File: config.mk
export PLATFORM = sky130hd
export DESIGN_NAME = imu_frame_sync_decoder_core
export DESIGN_NICKNAME = d
export VERILOG_FILES = /design/src/rtl/core/ifsd_pkg.sv /design/src/rtl/core/ifsd_byte_cell.sv /design/src/rtl/core/ifsd_sync_fsm.sv /design/src/rtl/core/ifsd_scale.sv /design/src/rtl/core/imu_frame_sync_decoder_core.sv
export SDC_FILE = /design/constraint.sdc
export NUM_CORES = 1
export LEC_CHECK = 0
export BUFFER_PORTS_ARGS = -buffer_cell sky130_fd_sc_hd__buf_2
export CORE_ASPECT_RATIO = 2
export CORE_MARGIN = 1
export CORE_UTILIZATION = 30
export DETAILED_ROUTE_END_ITERATION = 7
export HOLD_SLACK_MARGIN = 0.1
export MAX_ROUTING_LAYER = met4
export PLACE_DENSITY_LB_ADDON = 0.12
export RECOVER_POWER = 50
export SYNTH_ARGS = -nofsm -noshare
export SYNTH_HDL_FRONTEND = slang
export SYNTH_SLANG_ARGS = --single-unit
File: constraint.sdc
create_clock -name i_clk -period 7.75 [get_ports i_clk]
set_input_delay 1.55 -clock i_clk [delete_from_list [all_inputs] [get_ports i_clk]]
set_output_delay 1.55 -clock i_clk [all_outputs]
set_load 0.01 [all_outputs]
File: src/rtl/core/ifsd_pkg.sv
// ifsd_pkg: shared types, constants and decode functions for the imu frame sync decoder
// no dependencies; used by every module under rtl/core except ifsd_byte_cell

package ifsd_pkg;

    // frame framing bytes
    localparam logic [7:0] HDR_BYTE = 8'h55;
    localparam logic [7:0] TYPE_ACC = 8'h51;
    localparam logic [7:0] TYPE_GYR = 8'h52;
    localparam logic [7:0] TYPE_ANG = 8'h53;

    // payload length in bytes, and its counter width
    localparam int PAYLOAD_BYTES = 8;
    localparam int CNT_W         = $clog2(PAYLOAD_BYTES);
    localparam int NUM_WORDS     = PAYLOAD_BYTES / 2;

    // field widths
    localparam int KIND_W = 2;
    localparam int AXIS_W = 25;
    localparam int TEMP_W = 17;
    localparam int SCALE_W = 10;

    // frame kind codes
    localparam logic [KIND_W-1:0] KIND_ACC = 2'd0;
    localparam logic [KIND_W-1:0] KIND_GYR = 2'd1;
    localparam logic [KIND_W-1:0] KIND_ANG = 2'd2;
    localparam logic [KIND_W-1:0] KIND_BAD = 2'd3;

    // temperature: floor(64*a/85) = floor(a*TEMP_RECIP / 2^TEMP_SHIFT), a <= 2^15
    localparam int              TEMP_MAG_W  = 17;
    localparam int              TEMP_RECIP_W = 23;
    localparam logic [TEMP_RECIP_W-1:0] TEMP_RECIP = 23'd6316129;
    localparam int              TEMP_SHIFT  = 23;
    localparam int              TEMP_PROD_W = TEMP_MAG_W + TEMP_RECIP_W;
    localparam logic signed [TEMP_W-1:0] TEMP_OFFSET_Q8 = 17'sd9280;

    typedef logic signed [15:0] t_word;

    typedef enum logic [1:0] {
        ST_HUNT,
        ST_TYPE,
        ST_PAYLOAD,
        ST_CHECK
    } t_sync_state;

    // control from the sync fsm to the datapath
    typedef struct packed {
        logic              shift;
        logic              emit;
        logic [KIND_W-1:0] kind;
    } t_sync_ctrl;

    // type byte to kind, KIND_BAD when not a known type
    function automatic logic [KIND_W-1:0] type_to_kind(input logic [7:0] b);
        logic [KIND_W-1:0] k;
        case (b)
            TYPE_ACC: k = KIND_ACC;
            TYPE_GYR: k = KIND_GYR;
            TYPE_ANG: k = KIND_ANG;
            default:  k = KIND_BAD;
        endcase
        return k;
    endfunction

    // per-kind axis scale to q13
    function automatic logic [SCALE_W-1:0] kind_to_scale(input logic [KIND_W-1:0] k);
        logic [SCALE_W-1:0] s;
        case (k)
            KIND_ACC: s = 10'd4;
            KIND_GYR: s = 10'd500;
            KIND_ANG: s = 10'd45;
            default:  s = 10'd0;
        endcase
        return s;
    endfunction

endpackage

File: src/rtl/core/ifsd_byte_cell.sv
// ifsd_byte_cell: one payload byte stage of the shift chain
// depends on nothing; instantiated in a row by the top level

module ifsd_byte_cell (
    input  logic       i_clk,
    input  logic       i_shift,
    input  logic [7:0] i_byte,
    output logic [7:0] o_byte
);

    logic [7:0] r_byte;

    always_ff @(posedge i_clk) begin
        if (i_shift) begin
            r_byte <= i_byte;
        end
    end

    assign o_byte = r_byte;

endmodule

File: src/rtl/core/ifsd_sync_fsm.sv
// ifsd_sync_fsm: header hunt and byte position tracking
// depends on ifsd_pkg

module ifsd_sync_fsm (
    input  logic                i_clk,
    input  logic                i_rst_n,
    input  logic                i_accept,
    input  logic [7:0]          i_byte,
    output ifsd_pkg::t_sync_ctrl o_ctrl
);

    ifsd_pkg::t_sync_state             r_state, n_state;
    logic [ifsd_pkg::CNT_W-1:0]        r_cnt, n_cnt;
    logic [ifsd_pkg::KIND_W-1:0]       r_kind, n_kind;
    logic [ifsd_pkg::KIND_W-1:0]       type_kind;

    assign type_kind = ifsd_pkg::type_to_kind(i_byte);

    always_ff @(posedge i_clk) begin
        if (!i_rst_n) begin
            r_state <= ifsd_pkg::ST_HUNT;
            r_cnt   <= '0;
            r_kind  <= ifsd_pkg::KIND_ACC;
        end else begin
            r_state <= n_state;
            r_cnt   <= n_cnt;
            r_kind  <= n_kind;
        end
    end

    always_comb begin
        n_state = r_state;
        n_cnt   = r_cnt;
        n_kind  = r_kind;
        o_ctrl  = '{shift: 1'b0, emit: 1'b0, kind: r_kind};
        case (r_state)
            ifsd_pkg::ST_HUNT: begin
                if (i_accept && i_byte == ifsd_pkg::HDR_BYTE) begin
                    n_state = ifsd_pkg::ST_TYPE;
                end
            end
            ifsd_pkg::ST_TYPE: begin
                if (i_accept) begin
                    if (type_kind != ifsd_pkg::KIND_BAD) begin
                        n_state = ifsd_pkg::ST_PAYLOAD;
                        n_kind  = type_kind;
                        n_cnt   = '0;
                    end else if (i_byte == ifsd_pkg::HDR_BYTE) begin
                        // bad type, but this byte is itself a header
                        n_state = ifsd_pkg::ST_TYPE;
                    end else begin
                        n_state = ifsd_pkg::ST_HUNT;
                    end
                end
            end
            ifsd_pkg::ST_PAYLOAD: begin
                o_ctrl.shift = 1'b1;
                if (i_accept) begin
                    n_cnt = r_cnt + 1'b1;
                    if (r_cnt == ifsd_pkg::CNT_W'(ifsd_pkg::PAYLOAD_BYTES - 1)) begin
                        n_state = ifsd_pkg::ST_CHECK;
                    end
                end
            end
            ifsd_pkg::ST_CHECK: begin
                // checksum byte closes the frame, value ignored
                o_ctrl.emit = 1'b1;
                if (i_accept) begin
                    n_state = ifsd_pkg::ST_HUNT;
                end
            end
            default: begin
                n_state = ifsd_pkg::ST_HUNT;
            end
        endcase
    end

endmodule

File: src/rtl/core/ifsd_scale.sv
// ifsd_scale: two-stage scaling pipe, axis multiply and temperature conversion
// depends on ifsd_pkg

module ifsd_scale (
    input  logic                               i_clk,
    input  logic                               i_rst_n,
    input  logic                               i_load,
    input  logic [ifsd_pkg::KIND_W-1:0]        i_kind,
    input  ifsd_pkg::t_word                    i_word [ifsd_pkg::NUM_WORDS],
    output logic                               o_in_ready,
    input  logic                               i_out_ready,
    output logic                               o_valid,
    output logic [ifsd_pkg::KIND_W-1:0]        o_kind,
    output logic signed [ifsd_pkg::AXIS_W-1:0] o_axis [3],
    output logic signed [ifsd_pkg::TEMP_W-1:0] o_temp
);

    localparam int PROD_W = 16 + ifsd_pkg::SCALE_W + 1;

    logic                                   adv1, adv2;
    logic [ifsd_pkg::SCALE_W-1:0]           scale;
    logic signed [PROD_W-1:0]               axis_prod [3];
    logic [ifsd_pkg::TEMP_MAG_W-1:0]        temp_ext, temp_mag;
    logic [ifsd_pkg::TEMP_PROD_W-1:0]       temp_prod;
    logic [ifsd_pkg::TEMP_MAG_W-1:0]        temp_q;
    logic signed [ifsd_pkg::TEMP_W-1:0]     temp_signed;

    // stage 1
    logic                                   r_v1;
    logic [ifsd_pkg::KIND_W-1:0]            r_kind1;
    logic signed [ifsd_pkg::AXIS_W-1:0]     r_axis1 [3];
    logic                                   r_tneg1;
    logic [ifsd_pkg::TEMP_PROD_W-1:0]       r_tprod1;

    // stage 2 (output register)
    logic                                   r_v2;
    logic [ifsd_pkg::KIND_W-1:0]            r_kind2;
    logic signed [ifsd_pkg::AXIS_W-1:0]     r_axis2 [3];
    logic signed [ifsd_pkg::TEMP_W-1:0]     r_temp2;

    assign adv2       = !r_v2 || i_out_ready;
    assign adv1       = !r_v1 || adv2;
    assign o_in_ready = adv1;

    assign scale = ifsd_pkg::kind_to_scale(i_kind);

    always_comb begin
        for (int k = 0; k < 3; k++) begin
            axis_prod[k] = PROD_W'(i_word[k]) * $signed({1'b0, scale});
        end
    end

    // magnitude of the temperature word, then reciprocal multiply
    assign temp_ext  = {i_word[3][15], i_word[3]};
    assign temp_mag  = i_word[3][15] ? (~temp_ext + 1'b1) : temp_ext;
    assign temp_prod = ifsd_pkg::TEMP_PROD_W'(temp_mag) * ifsd_pkg::TEMP_PROD_W'(ifsd_pkg::TEMP_RECIP);

    assign temp_q      = r_tprod1[ifsd_pkg::TEMP_SHIFT +: ifsd_pkg::TEMP_MAG_W];
    assign temp_signed = r_tneg1 ? $signed(~temp_q + 1'b1) : $signed(temp_q);

    always_ff @(posedge i_clk) begin
        if (!i_rst_n) begin
            r_v1 <= 1'b0;
            r_v2 <= 1'b0;
        end else begin
            if (adv1) begin
                r_v1 <= i_load;
            end
            if (adv2) begin
                r_v2 <= r_v1;
            end
        end
    end

    always_ff @(posedge i_clk) begin
        if (adv1 && i_load) begin
            r_kind1  <= i_kind;
            r_tneg1  <= i_word[3][15];
            r_tprod1 <= temp_prod;
            for (int k = 0; k < 3; k++) begin
                r_axis1[k] <= axis_prod[k][ifsd_pkg::AXIS_W-1:0];
            end
        end
        if (adv2 && r_v1) begin
            r_kind2 <= r_kind1;
            r_temp2 <= temp_signed + ifsd_pkg::TEMP_OFFSET_Q8;
            for (int k = 0; k < 3; k++) begin
                r_axis2[k] <= r_axis1[k];
            end
        end
    end

    assign o_valid = r_v2;
    assign o_kind  = r_kind2;
    assign o_axis  = r_axis2;
    assign o_temp  = r_temp2;

endmodule

File: src/rtl/core/imu_frame_sync_decoder_core.sv
// imu_frame_sync_decoder_core: top level of the 11-byte imu frame decoder
// depends on ifsd_pkg, ifsd_sync_fsm, ifsd_byte_cell, ifsd_scale
//
// throughput: one input word per cycle while the scaling pipe accepts input,
// one frame result per 11 input words at most; after the checksum word is taken the
// result passes the multiply stage, then the sign/offset stage into the output register
// reset: synchronous active-low; returns to header hunt and empties the result pipe

module imu_frame_sync_decoder_core (
    input  logic        i_clk,
    input  logic        i_rst_n,
    // input stream
    input  logic        i_s_axis_tvalid,
    output logic        o_s_axis_tready,
    input  logic [7:0]  i_s_axis_tdata,   // [7:0] rx_byte
    // result stream
    output logic        o_m_axis_tvalid,
    input  logic        i_m_axis_tready,
    output logic [95:0] o_m_axis_tdata,   // [24:0] axis_x, [49:25] axis_y,
                                          // [74:50] axis_z, [91:75] temperature_q8,
                                          // [95:92] zero
    output logic [1:0]  o_m_axis_tuser    // [1:0] frame_kind
);

    localparam int NB = ifsd_pkg::PAYLOAD_BYTES;

    logic                                s_accept;
    logic                                in_ready;
    ifsd_pkg::t_sync_ctrl                ctrl;
    logic [7:0]                          cell_q [NB];
    logic [7:0]                          cell_d [NB];
    ifsd_pkg::t_word                     word   [ifsd_pkg::NUM_WORDS];
    logic                                res_valid;
    logic [ifsd_pkg::KIND_W-1:0]         res_kind;
    logic signed [ifsd_pkg::AXIS_W-1:0]  res_axis [3];
    logic signed [ifsd_pkg::TEMP_W-1:0]  res_temp;

    assign o_s_axis_tready = in_ready;
    assign s_accept        = i_s_axis_tvalid && in_ready;

    // header hunt, type decode and byte position
    ifsd_sync_fsm u_sync (
        .i_clk    (i_clk),
        .i_rst_n  (i_rst_n),
        .i_accept (s_accept),
        .i_byte   (i_s_axis_tdata),
        .o_ctrl   (ctrl)
    );

    // payload shift chain: new bytes enter the top cell and move toward cell 0,
    // so after eight payload words cell 0 holds the first payload byte
    genvar g;
    generate
        for (g = 0; g < NB; g++) begin : g_cell
            if (g == NB - 1) begin : g_head
                assign cell_d[g] = i_s_axis_tdata;
            end else begin : g_body
                assign cell_d[g] = cell_q[g + 1];
            end
            ifsd_byte_cell u_cell (
                .i_clk   (i_clk),
                .i_shift (s_accept && ctrl.shift),
                .i_byte  (cell_d[g]),
                .o_byte  (cell_q[g])
            );
        end
        // little-endian words from byte pairs
        for (g = 0; g < ifsd_pkg::NUM_WORDS; g++) begin : g_word
            assign word[g] = $signed({cell_q[2*g + 1], cell_q[2*g]});
        end
    endgenerate

    // scaling pipe; it captures the words when the checksum word is taken,
    // so the chain is free for the next frame right away
    ifsd_scale u_scale (
        .i_clk       (i_clk),
        .i_rst_n     (i_rst_n),
        .i_load      (s_accept && ctrl.emit),
        .i_kind      (ctrl.kind),
        .i_word      (word),
        .o_in_ready  (in_ready),
        .i_out_ready (i_m_axis_tready),
        .o_valid     (res_valid),
        .o_kind      (res_kind),
        .o_axis      (res_axis),
        .o_temp      (res_temp)
    );

    assign o_m_axis_tvalid = res_valid;
    assign o_m_axis_tuser  = res_kind;
    assign o_m_axis_tdata  = {4'b0000, res_temp, res_axis[2], res_axis[1], res_axis[0]};

    // a frame is never closed with an unknown kind
    a_emit_kind: assert property (@(posedge i_clk) disable iff (!i_rst_n)
        ctrl.emit |-> ctrl.kind != ifsd_pkg::KIND_BAD)
        else $error("frame closed with unknown kind");

    // shifting and emitting never happen in the same position
    a_ctrl_excl: assert property (@(posedge i_clk) disable iff (!i_rst_n)
        !(ctrl.shift && ctrl.emit))
        else $error("shift and emit both active");

    // temperature stays in the range the conversion allows
    a_temp_range: assert property (@(posedge i_clk) disable iff (!i_rst_n)
        o_m_axis_tvalid |-> ($signed(o_m_axis_tdata[91:75]) >= -17'sd15392 &&
                             $signed(o_m_axis_tdata[91:75]) <= 17'sd33952))
        else $error("temperature out of range");

    // reset empties the result pipe
    a_rst_empty: assert property (@(posedge i_clk)
        !i_rst_n |=> !o_m_axis_tvalid)
        else $error("result valid right after reset");

endmodule
==> summary.txt, run 1 <==
Outcome
  • Status: complete, but fails checks
  • Failing checks: capacitance limit, slew limit

Layout
  • Fillers: 8,431
  • Area Overhead vs Synth: 10.5%
  • Layout Nets: 2,993
  • Register Area: 7780 µm²
  • Share of cells above drive strength 1: 3.93%
  • Area of the multi-input gates: 15,900 µm²

Drt
  • Routed Antenna Nets: 0
  • DRC Markers: 0
  • Pre-antenna DRT Iters: 4
  • Via count: 15,577
  • Starting DRT DRC Count: 506
  • Routed wire length: 62,800 µm
  • Routed length per instance: 18.4 µm
  • Via density: 4.57

Critical path
  • R2R setup slack: 500 ps
  • CP required: 8030 ps
  • Max FO, Critical Path: 33
  • Reg2reg path depth: 17
  • Worst R2R End: u_scale.r_axis1[0][49]
  • RR Startpoint: u_sync.r_kind[0]
  • CP Capture Point: u_scale.r_axis1[0][49]
  • Crit Path Class: register to register
  • Crit. End Element: register
  • CP Launch Type: register
  • Data arrival, critical path: 7530 ps
  • Critical path startpoint: u_sync.r_kind[0]

Logic synthesis
  • Mapped Cells: 2,192
  • Flops & latches, synth: 262
  • Synth Flop Type: edfxtp_1
  • Yosys top cell by area: edfxtp_1
  • Seq/Total Area, Yosys: 30.5%
  • Post-Synthesis Mean Instance Area: 11.6 µm²
  • Cell area after synthesis: 25,500 µm²
  • Ys Warns: 0
  • Count leader, synth: inv_1
  • Synth area leaders: edfxtp_1 30%, fa_1 27%, ha_1 16%, inv_1 6.9%, xnor2_1 3.2%
  • Post-synthesis async set-or-reset flop share: 0%
  • Synth unique cells: 67
  • Post-synth top area share: 29.8%
  • EDFF count, synth: 253
  • Synth top cells by count: 469 x inv_1, 339 x fa_1, 321 x ha_1

Floorplanning
  • Die ar.: 86,200 µm²
  • # IOs: 112
  • DIE WIDTH: 208 µm
  • Core area: 83,900 µm²
  • Site Rows: 150
  • Effective utilization at floorplan: 30.4%
  • Die height: 414 µm

STA
  • Slew HR: -76.1%
  • Final hold viol count: 0
  • Minimum clock period: 7250 ps
  • Final Worst Setup Slack: 502 ps
  • Fmax: 0.138 GHz
  • Setup Viol. Count Final: 0
  • Max Clock Skew: 21.6 ps
  • Slew Viols, Final: 45
  • Period utilisation layout: 93.5%
  • Fin Setup TNS: 0 ps
  • RSZ-0062 raised after global routing: false
  • Worst-margin pin slew: 2640 ps

Clock network
  • Postcts setup bufs: 0
  • Root Buffer: clkbuf_16
  • Clk buf depth: 3
  • Resize count post-CTS: 0
  • CTS buffer count: 29
  • Clk sink count: 262
  • Worst skew pair latency: 610 ps
  • H-tree levels: 1
  • Number of buffers inserted by hold repair at cts: 0
  • CTS tree: done
  • Worst-path clk slew: 70 ps

Place
  • Port bufs: 107
  • Pre-CTS setup slack: 150 ps
  • GP Congestion: 0.897
  • Hpwl dp: 52,600 µm

GRT
  • Initial antenna violation count: 0
  • First-pass GRT wire length: 99,700 µm
  • Vias in the first global route: 17,896
  • Global route overflow: 0
  • Total GRT Usage: 15.6%
  • Pin count of the biggest net entering global routing: 67

Run
  • Max cap viols: 1

Pwr
  • Overall power: 3.00 mW
  • Pleak: 13.0 nW
  • Cell Pwr Density: 107 nW/µm²
  • Comb power frac: 3.1%
  • Internal Power: 2.33 mW
  • Switch share: 22.4%
  • Worst vdd rail ir drop: 0.000147 V
  • Sequential power share: 51.1%
  • NetSw: 0.674 mW
  • Clock Power Share: 45.9%

Min path
  • Worst hold path class: register to register
[layout by cell type, fill, tap and decap left out, drive strengths merged, types with 4 or more instances in the layout]
cell type,Yosys,routed
o21bai,9,9
xnor2,92,92
nor3,16,16
a311oi,4,4
o21a,6,6
a211oi,5,5
a21o,40,40
xor2,41,41
a21oi,62,62
nor4,4,4
inv,469,471
nand4,6,6
and3,13,13
o211ai,6,6
nor2b,104,104
nand3,23,23
or3,11,11
dfxtp,9,9
conb,1,9
o21ai,40,40
ha,321,321
and2,98,98
clkinv,0,11
nor2,38,38
edfxtp,253,253
a21boi,10,10
or2,8,8
o41ai,4,4
nor4b,5,5
fa,339,339
a2111oi,5,5
nand2b,16,16
buf,4,25
clkbuf,29,135
o31ai,9,9
nand2,60,60
a211o,4,4
[worst max-delay path: stages, from the launching register on]
cell and delay (ps):
dfxtp_1 400, inv_1 210, ha_2 650, buf_4 360, and2_1 290, ha_1 310, fa_1 530, fa_1 450
fa_1 590, fa_1 440, ha_1 400, a21o_1 200, a21oi_1 310, a21boi_0 150, a21o_1 220, o41ai_2 460
mux2i_1 140, a2111oi_1 790
[power groups by stage]
stage / registers (mW) / clock network [mW] / logic [mW]
after global routing: 1.53 / 1.49 / 0.104
after CTS: 1.53 / 1.45 / 0.0953
after global placement: 1.56 / 0 / 0.0943
final: 1.53 / 1.38 / 0.0920
after detailed placement: 1.56 / 0 / 0.0945
after floorplan: 1.56 / 0 / 0.0683
[metal layers]
metal,routed length [µm],track usage [%],vias to the layer above
li1,-,-,7365
met1,19600,13.3,7894
met2,38700,32.7,207
met3,1430,1.45,111
met4,3080,7.23,0
met5,0,-,-
[state kept, by name (all words and copies together) (netlist names), named ones only]
name / cells
u_sync.r_state: 1
u_scale.o_valid: 1
u_scale.o_temp: 17
u_sync.r_cnt: 3
u_scale.r_tneg1: 1
u_scale.r_kind1: 2
u_scale.r_tprod1: 17
u_scale.r_axis1: 75
u_sync.r_kind: 2
g_cell.u_cell.o_byte: 64
u_scale.r_v1: 1
o_m_axis_tdata: 75
u_scale.o_kind: 2
[per-stage QoR]
step	util, %	hold slack [ps]	instance area, µm²	instances
2_1_floorplan	-	400	25500	2200
3_3_place_gp	32.7	403	27400	3354
3_5_place_dp	32.7	406	27400	3354
4_1_cts	33.7	403	28300	3406
5_1_grt	33.6	413	28200	3406
6_report	33.6	409	28200	3407
[how the worst min path moves through the flow]
stage	from	to	depth (start not counted)
4_1_cts	u_scale.r_kind1[1]	u_scale.o_kind[1]	0
6_report	u_scale.r_kind1[1]	u_scale.o_kind[1]	0
3_5_place_dp	u_scale.r_axis1[0][7]	o_m_axis_tdata[7]	0
2_1_floorplan	u_scale.r_axis1[0][0]	o_m_axis_tdata[0]	0
3_3_place_gp	u_scale.r_axis1[0][54]	o_m_axis_tdata[54]	0
5_1_grt	u_scale.r_kind1[1]	u_scale.o_kind[1]	0
[kinds of logic (layout without fill, tap and decap cells)]
group / Yosys count / after routing / synth area share (%)
adder cells (fa/ha/maj): 660 / 660 / 42.4
buffers and inverters: 502 / 644 / 7.45
AND/OR/NAND/NOR: 410 / 410 / 9.09
flip-flops: 262 / 262 / 30.5
AO/OA/AOI/OAI: 223 / 223 / 5.97
XOR/XNOR: 133 / 133 / 4.57
other: 1 / 10 / 0.0147
multiplexers: 1 / 1 / 0.0393
[final cells by class]
class	count	share of cell area (%)
multi-input cells	1436	56.3
flip-flops and latches	262	27.6
inverters	469	6.26
well taps	1064	4.72
clock buffers	37	2.68
repair buffers	123	1.93
clock inverters	15	0.506
diodes	1	0.00888
(Power assumes the default switching activity.)
==> run 2: changes to the inputs <==
ABC_AREA = 1   (was unset)
SLEW_MARGIN = 10   (was unset)
==> run 2 against run 1 <==
Effect of this change: the flow still finishes with violations (capacitance limit, slew limit); register-to-register slack better by 420 ps; first-iteration DRC count is 15% higher; sequential power about the same; global-route usage grew 1.8 points; critical endpoint is now u_scale.r_axis1[0][18]; highest routed layer unchanged.
==> summary.txt, run 2 <==
Logic synthesis
  • EDFF count, synth: 253
  • Ys Warns: 0
  • Post-synth top area share: 28.7%
  • Mapped Cells: 2,661
  • Synth area leaders: edfxtp_1 29%, fa_1 26%, ha_1 15%, inv_1 9.7%, nand2_1 5.1%
  • Seq/Total Area, Yosys: 29.4%
  • Yosys top cell by area: edfxtp_1
  • Flops & latches, synth: 262
  • Count leader, synth: inv_1
  • Cell area after synthesis: 26,500 µm²
  • Synth Flop Type: edfxtp_1
  • Post-synthesis async set-or-reset flop share: 0%
  • Synth unique cells: 53
  • Synth top cells by count: 684 x inv_1, 360 x nand2_1, 339 x fa_1
  • Post-Synthesis Mean Instance Area: 9.96 µm²

Layout
  • Most frequent cells in the layout: 685 x inv_1, 362 x nand2_1, 339 x fa_1
  • Non-filler cells, final: 3,976
  • Layout Nets: 3,462
  • Area Overhead vs Synth: 10.9%
  • Final Instance Area: 29,400 µm²
  • Share of cells above drive strength 1: 6.86%
  • Commonest non-fill, non-tap cell in the layout: inv_1
  • Fin util: 33.7%

STA
  • Worst-margin pin slew: 5920 ps
  • Minimum clock period: 6830 ps
  • Max Clock Skew: 19.9 ps
  • Slew HR: -295%
  • Slew Viols, Final: 143
  • Fin Setup TNS: 0 ps
  • Period utilisation layout: 88.1%
  • Final Worst Setup Slack: 921 ps
  • RSZ-0062 raised after global routing: false
  • Setup Viol. Count Final: 0
  • Fmax: 0.146 GHz
  • Final hold viol count: 0

Run
  • Max cap viols: 2

GRT
  • Total GRT Usage: 17.5%
  • Initial antenna violation count: 1
  • Pin count of the biggest net entering global routing: 95
  • First-pass GRT wire length: 114,000 µm
  • Global route overflow: 0
  • Vias in the first global route: 20,551

Critical path
  • R2R setup slack: 920 ps
  • CP Launch Type: register
  • Crit. End Element: register
  • Most used cell, CP: fa_1
  • CP required: 8120 ps
  • Reg2reg path depth: 20
  • Slowest CP cell: ha_1
  • Crit-path cells: inv_1 -> ha_1 -> inv_1 -> nand2_1 -> fa_1 -> fa_1 -> fa_1 -> fa_1 -> inv_1 -> fa_1 -> ha_1 -> a21oi_1 -> nand2_1 -> a21oi_2 -> inv_1 -> a21oi_1 -> o21ai_1 -> nand3_1 -> nand2_1 -> xor2_1
  • Worst R2R End: u_scale.r_axis1[0][18]
  • Slowest stage delay, CP: 980 ps
  • Max FO, Critical Path: 21
  • Data arrival, critical path: 7200 ps
  • Crit Path Class: register to register
  • RR Startpoint: u_sync.r_kind[0]

Drt
  • Routed length per instance: 18.1 µm
  • Via count: 17,811
  • Routed wire length: 71,900 µm
  • Starting DRT DRC Count: 584
  • DRC Markers: 0
  • Pre-antenna DRT Iters: 5
  • Via density: 4.48
  • Routed Antenna Nets: 0

Place
  • Hpwl dp: 61,400 µm
  • Placed instance count: 3,921
  • GP Congestion: 0.937
  • Pre-CTS setup slack: 1090 ps
  • Port bufs: 107
  • Area post-placement: 28,500 µm²

Min path
  • Hold path start: u_scale.r_axis1[0][3]
  • Hold path depth: 0
  • Worst Hold End: o_m_axis_tdata[3]
  • Worst hold path class: register to register

Pwr
  • Sequential power share: 50.2%
  • Pleak: 15.0 nW
  • Switch share: 23.6%
  • NetSw: 0.720 mW
  • Worst vdd rail ir drop: 0.000156 V
  • Cell Pwr Density: 104 nW/µm²
  • Comb power frac: 3.7%
  • Internal Power: 2.33 mW
  • Clock Power Share: 46.1%

Clock network
  • Postcts setup bufs: 0
  • CTS tree: done
  • Clk sink count: 262
  • H-tree levels: 1
  • Worst-path clk slew: 80 ps
  • Number of buffers inserted by hold repair at cts: 0
  • Root Buffer: clkbuf_16
  • Worst skew pair latency: 630 ps
  • CTS buffer count: 29
  • Clk buf depth: 3
  • Resize count post-CTS: 0

Floorplanning
  • Core area: 87,100 µm²
  • Die height: 422 µm
  • Die ar.: 89,600 µm²
  • Effective utilization at floorplan: 30.4%
  • Site Rows: 153
  • # IOs: 112
  • DIE WIDTH: 212 µm

Outcome
  • Failing checks: capacitance limit, slew limit
  • Status: complete, but fails checks
run 2: changes by cell type after synthesis, sizes merged, moves of 28 or more:
| cell | change |
|---|---|
| xnor2 | -62 |
| xor2 | +48 |
| nand2 | +308 |
| nor2b | -104 |
| and2 | -97 |
| a21oi | +42 |
| nor2 | +145 |
| nand3 | +28 |
| inv | +224 |
run 2: worst max-delay path by stage:
stage                startpoint                      to  depth (start not counted)
2_1_floorplan   i_m_axis_tready       o_m_axis_tdata[0]                          2
3_3_place_gp   u_sync.r_kind[0]  u_scale.r_axis1[0][18]                         20
3_5_place_dp   u_sync.r_kind[0]  u_scale.r_axis1[0][49]                         18
4_1_cts        u_sync.r_kind[0]  u_scale.r_axis1[0][49]                         18
5_1_grt        u_sync.r_kind[0]  u_scale.r_axis1[0][18]                         20
6_report       u_sync.r_kind[0]  u_scale.r_axis1[0][18]                         20
run 2: cell families after synthesis:
| kind of cell | share of synthesized area [%] |
|---|---|
| XOR/XNOR | 3.99 |
| other | 0.0142 |
| buffers and inverters | 10.4 |
| AO/OA/AOI/OAI | 5.14 |
| flip-flops | 29.4 |
| AND/OR/NAND/NOR | 10.4 |
| adder cells (fa/ha/maj) | 40.8 |
run 2: cell type report:
cell class	count	area, µm²
fill	8997	57700
sequential	262	7780
timing repair buffer	118	602
tap	1162	1450
multi-input combinational	1683	16000
clock inverter	19	174
antenna	2	5.00
clock buffer	34	744
inverter	696	2610
run 2: layer usage:
metal / GRT usage [%] / wire length, µm / vias to the layer above
li1: - / - / 8553
met1: 13.7 / 20800 / 8816
met2: 36.9 / 44800 / 283
met3: 1.72 / 1870 / 159
met4: 9.61 / 4400 / 0
met5: - / 0 / -
run 2: metrics by stage:
step | hold slack [ps] | power [mW]
after floorplan | 400 | 1.63
after global placement | 402 | 1.68
after detailed placement | 405 | 1.67
after CTS | 410 | 3.13
after global routing | 419 | 3.18
final | 411 | 3.05
run 2: worst max-delay path: cells and delay by family, from the launching register on:
kind	cells	cell delay, ps
AOI/OAI and AO/OA	4	870
and+or+nand+nor	4	460
adders and majority gates	7	3720
DFF	1	570
xor gates and xnor gates	1	140
buffers and inverters	4	800
run 2: power by group through the flow:
| stage | Sequential [mW] | Combinational, mW | Clock [mW] |
|---|---|---|---|
| after floorplan | 1.56 | 0.0724 | 0 |
| after global placement | 1.56 | 0.113 | 0 |
| after detailed placement | 1.56 | 0.112 | 0 |
| after CTS | 1.53 | 0.113 | 1.49 |
| after global routing | 1.53 | 0.124 | 1.52 |
| final | 1.53 | 0.112 | 1.41 |
